<file path="config.mk">
export PLATFORM = sky130hd
export DESIGN_NAME = etfp_mul
export DESIGN_NICKNAME = d
export VERILOG_FILES = /design/src/hdl/etfp_mul.sv
export SDC_FILE = /design/constraint.sdc
export NUM_CORES = 2
export LEC_CHECK = 0
export BUFFER_PORTS_ARGS = -buffer_cell sky130_fd_sc_hd__buf_2
export CORE_MARGIN = 2
export CORE_UTILIZATION = 39
export DETAILED_ROUTE_END_ITERATION = 8
export SYNTH_ARGS = -nofsm -noshare
export SYNTH_HDL_FRONTEND = slang
export SYNTH_SLANG_ARGS = --single-unit
</file>
<file path="constraint.sdc">
create_clock -name clk_i -period 26.9 [get_ports clk_i]
set_clock_uncertainty 0.2 [all_clocks]
set_input_delay 1.345 -clock clk_i [delete_from_list [all_inputs] [get_ports clk_i]]
set_output_delay 1.345 -clock clk_i [all_outputs]
set_load 0.05 [all_outputs]
</file>
<file path="src/hdl/etfp_mul.sv">
`timescale 1ns / 1ps
// Shared signed 64 x 64 -> 128 multiplier, one 32 x 32 partial product a cycle.
// Depends on nothing; used by escape_time_fractal_point_core.
module etfp_mul (
  input  logic         clk_i,
  input  logic         rst_ni,
  input  logic         start_i,
  input  logic [63:0]  a_i,
  input  logic [63:0]  b_i,
  output logic         done_o,
  output logic [127:0] prod_o
);

  logic [63:0]  ma_q, mb_q;
  logic         neg_q;
  logic [1:0]   step_q;
  logic         run_q, fin_q, done_q;
  logic [127:0] acc_q, prod_q;
  logic [31:0]  op_a, op_b;
  logic [63:0]  pp;
  logic [127:0] pp_shift;

  assign op_a = step_q[0] ? ma_q[63:32] : ma_q[31:0];
  assign op_b = step_q[1] ? mb_q[63:32] : mb_q[31:0];
  assign pp   = {32'd0, op_a} * {32'd0, op_b};

  always_comb begin
    case ({1'b0, step_q[0]} + {1'b0, step_q[1]})
      2'd0:    pp_shift = {64'd0, pp};
      2'd1:    pp_shift = {32'd0, pp, 32'd0};
      default: pp_shift = {pp, 64'd0};
    endcase
  end

  always_ff @(posedge clk_i or negedge rst_ni) begin
    if (!rst_ni) begin
      run_q  <= 1'b0;
      fin_q  <= 1'b0;
      done_q <= 1'b0;
      step_q <= 2'd0;
    end else begin
      done_q <= 1'b0;
      if (start_i) begin
        run_q  <= 1'b1;
        step_q <= 2'd0;
      end else if (run_q) begin
        step_q <= step_q + 2'd1;
        if (step_q == 2'd3) begin
          run_q <= 1'b0;
          fin_q <= 1'b1;
        end
      end else if (fin_q) begin
        fin_q  <= 1'b0;
        done_q <= 1'b1;
      end
    end
  end

  always_ff @(posedge clk_i) begin
    if (start_i) begin
      ma_q  <= a_i[63] ? (~a_i + 64'd1) : a_i;
      mb_q  <= b_i[63] ? (~b_i + 64'd1) : b_i;
      neg_q <= a_i[63] ^ b_i[63];
      acc_q <= '0;
    end else if (run_q) begin
      acc_q <= acc_q + pp_shift;
    end else if (fin_q) begin
      prod_q <= neg_q ? (~acc_q + 128'd1) : acc_q;
    end
  end

  assign done_o = done_q;
  assign prod_o = prod_q;

endmodule

</file>
# Word-level counts from Yosys, hierarchy flattened
# Index checks and enable logic that the tools add are counted.
# op_classes
add_sub_neg	6
multipliers	1
n_eq_ne	3
mux	16
reduce_logical	4
n_bitwise	6
# ops
operator	n
case mux 128 bit (2 select lines)	1
adder 128 x 1 -> 128 bit, second input constant	1
adder 128 bit	1
adder 64 x 1 -> 64 bit, second input constant	2
2-to-1 mux 128 bit	1
NOT 128 bit	1
NOT 64 bit	2
2-to-1 mux 63 bit	2
multiplier 32 x 32 -> 64 bit	1
2-to-1 mux 32 bit	2
2-to-1 mux 1 bit	8
2-to-1 mux 2 bit	2
AND reduction 3 bit	1
adder 1 x 1 -> 2 bit	1
adder 2 x 1 -> 2 bit, second input constant	1
equality test 2 x 1 -> 1 bit, second input constant	1
equality test 2 bit, second input constant	1
zero test 2 bit	1
!= test 2 x 1 -> 1 bit, second input constant	1
NOT 1 bit	2
AND reduction 2 bit	1
nonzero test 2 bit	1
bitwise XOR 1 bit	1
# totals
wordCells	47
output_inout_bits	129
inputBits	131
regBits	390

# Longest topological paths before layout
# depth
ltp_word	4
depth_mapped	46

# Worst setup path before layout
# No wires, ideal clock.
# synth_timing
path_kind	register to register
start	reg step_q[0]
end	reg acc_q[120]
path_buffers	5
required_ns	26.638
stages_incl_launch_ff	43
path_slack_ns	15.285
period_less_slack_ns	11.615
arrival_ns	11.353
cell_sequence	dfrtp_1 > clkbuf_1 > clkbuf_1 > clkbuf_1 > mux2i_1 > clkbuf_1 > nor2_1 > fa_1 > inv_1 > fa_1 > fa_1 > fa_1 > inv_1 > fa_1 > inv_1 > fa_1 > inv_1 > fa_1 > (+7 left out) > o21ai_0 > a21oi_1 > a21o_1 > o31ai_1 > o21ai_0 > xor2_1 > a2bb2o_1 > ha_1 > nand2_1 > nor2_1 > nand3_1 > or3_1 > a2111oi_0 > o21ai_0 > a31o_2 > o31a_1 > or4_1 > nand3_1
# synth_via
elab_chain_cells	4
# synth_lines
item	line	rtl
start, declared	16	logic [1:0] step_q;
start signal, assigned	47	step_q <= step_q + 2'd1;
2-to-1 mux 32 bit or adder 1 x 1 -> 2 bit (tied branches)	23, 28	
multiplier 32 x 32 -> 64 bit (tied with other cells)	25	assign pp = {32'd0, op_a} * {32'd0, op_b};
case mux 128 bit (2 select lines) *	28	case ({1'b0, step_q[0]} + {1'b0, step_q[1]})
adder 128 bit *	66	acc_q <= acc_q + pp_shift;
end signal, assigned	66	
end, declared	18	logic [127:0] acc_q, prod_q;
# Every way passes the cells marked *; elsewhere a longest branch is shown, timed or not.
# A chain may end at the register's enable or synchronous reset.

# Worst setup path in the final report
# layout_timing
start	reg step_q[1]
end	reg acc_q[120]
# layout_via
elab_chain_cells	4
# layout_lines
item	line
2-to-1 mux 32 bit or adder 1 x 1 -> 2 bit (tied branches)	24, 28
multiplier 32 x 32 -> 64 bit (tied with other cells)	25
case mux 128 bit (2 select lines) *	28
adder 128 bit *	66
# Marked as above.

==> flow_summary.json <==
{
  "rr_endpoint": "acc_q[120]$_SDFFE_PP0P_",
  "postRouteWirelength_mm": 212,
  "avgSynthCellArea_um2": 8.86,
  "cp_slowest_stage_delay_ns": 0.89,
  "drtIter0Drc": 4395,
  "fillCellCount": 15255,
  "detail-route-antenna-nets": 0,
  "grt_start_max_net_pins": 129,
  "max_clock_freq_mhz": 70.4,
  "slew_headroom_pct": 20.0,
  "required_ns": 27.30,
  "clockRootBuffer": "clkbuf_16",
  "max_cap_violations": 0,
  "post_cts_buffers": 0,
  "drive_above_1_share_pct": 8.47,
  "whs_path_depth": 2,
  "crit_fanout": 32,
  "gp_congestion": 0.991,
  "worst_setup_path_start_kind": "flip-flop",
  "vias_per_cell": 5.64,
  "port_buffers": 259,
  "syn_nets": 8162,
  "slew_viol_final": 0,
  "r2r_start": "step_q[1]$_DFFE_PN0P_",
  "fin_crit_ns": 14.20,
  "yosysTopAreaCell": "fa_1",
  "design.core.area_mm2": 0.152,
  "grtUsageTotal_pct": 26.7,
  "grt_setup_unrepaired": "no",
  "worstMarginPinSlew_ns": 1.20,
  "cts.reportedPaths.clkPinSlew_ns": 0.07,
  "drc": 0,
  "grt-ovfl-total": 0,
  "clock_latency_ns": 0.68,
  "yosys-top-cells-area": "fa_1, edfxtp_1, ha_1",
  "drt-wirelength-per-cell_um": 23.9,
  "clock_path_buffers": 3,
  "hold_path_end": "acc_q[71]$_SDFFE_PP0P_",
  "grt_pass1_wl_mm": 316,
  "routed-via-count": 49956,
  "synth-seq-area-share_pct": 17.4,
  "grt_pass1_vias": 50410,
  "area_delta_synth_final_pct": 8.50,
  "crit_top_cell": "fa_1",
  "status": "complete, no violations",
  "synth_flop_cell": "edfxtp_1",
  "io_pins": 260,
  "async_flop_share_pct": 1.28,
  "synth_top_area_share_pct": 30.1,
  "ys_types": 85,
  "min_from": "acc_q[71]$_SDFFE_PP0P_",
  "h-tree-depth": 2,
  "finalCritPeriodShare_pct": 52.8,
  "dieArea_mm2": 0.156,
  "reg2reg_depth": 37,
  "layout_commonest_cell": "inv_1",
  "die_h_um": 395,
  "antenna_found_initial": 11,
  "ys_warn_count": 0,
  "num-nets-final": 8209,
  "clock_sinks": 390,
  "cts_buffers": 50,
  "hold_class": "flip-flop to flip-flop",
  "finalHoldViolCount": 0,
  "num_rows": 143,
  "fp.dieW_um": 395,
  "final_cell_mix": "inv_1, fa_1, nor2_1, nand2_1, ha_1",
  "syn-cell-area_mm2": 0.0597,
  "netlist_instances": 6739,
  "setup_tns_ns": 0,
  "start_util_pct": 39.3,
  "reg2reg_slack_ns": 12.70,
  "drt-pass1-iter-count": 6,
  "slowest_stage": "mux2_1",
  "setup_viol_count_final": 0,
  "ys_ff_latch": 390,
  "cts_resized": 0,
  "cp.arrival_ns": 14.60,
  "hpwl_mm": 167,
  "crit_path_end_kind": "flip-flop",
  "criticalPathCategory": "flip-flop to flip-flop",
  "synth_edf_count": 257,
  "cts_hold_buf": 0,
  "cts_tree": "built"
}
logic make-up (layout without fill, tap and decap cells):
family	after synthesis	in the layout	synth area share [%]
multiplexers	186	186	3.25
other	0	2	0
buffers and inverters	1280	1368	8.05
adder cells (fa/ha/maj)	1292	1292	38.3
AND/OR/NAND/NOR	2088	2088	15.2
AO/OA/AOI/OAI	1085	1085	11.6
flip-flops	390	390	17.4
XOR/XNOR	418	418	6.13
cells in the mapped netlist, types with 20 or more instances:
cell type	instances
a21o_1	114
mux2_2	53
inv_1	931
a21oi_1	261
nand3_1	62
o21ai_0	299
nor2_1	844
dfxtp_1	128
or4_1	33
o21bai_1	48
xnor2_1	346
edfxtp_1	257
nor3_1	62
ha_1	395
nor4_1	21
a211oi_1	26
o41ai_1	39
or2_2	20
clkbuf_1	329
xor2_1	72
o31ai_1	98
nand2_1	754
and2_1	45
mux2i_1	124
nand4_1	96
a22o_1	23
o21a_1	25
nand2b_1	29
or3_1	50
and3_1	21
fa_1	897
flip-flops by register name (all words and copies together) (netlist names):
register and flops:
run_q 1, fin_q 1, prod_o 128, neg_q 1, mb_q 64, acc_q 128, done_o 1, ma_q 64
step_q 2
metrics by stage:
stage                     util, %  worst slack (ns)  cell area (um^2)  hold WS, ns  std cells
after global placement       41.5             13.07             63200        0.310       8764
after global routing         42.6             12.28             64800        0.353       8857
final                        42.6             12.70             64800        0.321       8859
after floorplan                 -             15.29             59700        0.266       6739
after detailed placement     41.5             12.99             63200        0.318       8764
after CTS                    42.6             12.90             64800        0.327       8857
cell type report:
type | count | area (um^2) | share of cell area (%)
Antenna cell | 2 | 5.00 | 0.00772
Clock buffer | 57 | 1290 | 1.99
Clock inverter | 36 | 354 | 0.546
Inverter | 933 | 3500 | 5.40
Multi-Input combinational cell | 5069 | 44800 | 69.1
Sequential cell | 390 | 10400 | 16.1
Tap cell | 2030 | 2540 | 3.92
Timing Repair Buffer | 342 | 1940 | 2.99
worst max-delay path by stage:
stage | startpoint | depth (start not counted) | slack, ns | end
global route | step_q[1]$_DFFE_PN0P_ | 37 | 12.28 | acc_q[120]$_SDFFE_PP0P_
global placement | step_q[1]$_DFFE_PN0P_ | 37 | 13.07 | acc_q[120]$_SDFFE_PP0P_
floorplan | step_q[0]$_DFFE_PN0P_ | 42 | 15.29 | acc_q[120]$_SDFFE_PP0P_
CTS | step_q[1]$_DFFE_PN0P_ | 37 | 12.90 | acc_q[120]$_SDFFE_PP0P_
finish | step_q[1]$_DFFE_PN0P_ | 37 | 12.70 | acc_q[120]$_SDFFE_PP0P_
detailed placement | step_q[1]$_DFFE_PN0P_ | 37 | 12.99 | acc_q[120]$_SDFFE_PP0P_
worst max-delay path: cells and delay by family (launching register included):
kind | cells | cell delay, ns
buffers and inverters | 5 | 0.85
adder cells (fa/ha/maj) | 10 | 5.16
flip-flops | 1 | 0.79
AO/OA/AOI/OAI | 9 | 3.64
multiplexers | 1 | 0.89
XOR/XNOR | 1 | 0.16
AND/OR/NAND/NOR | 11 | 2.32
per-layer routing:
| metal | vias to the layer above | global-route usage, % | part of all wire, % |
|---|---|---|---|
| li1 | 22157 | - | - |
| met1 | 24996 | 35.3 | 41 |
| met2 | 2252 | 42.4 | 45 |
| met3 | 529 | 5.75 | 8.8 |
| met4 | 22 | 11.2 | 4.8 |
| met5 | - | 0 | 0.067 |
Power is left out: the tool's default activity adds up to more than one toggle a clock period on the data nets, which glitch-free logic cannot reach.
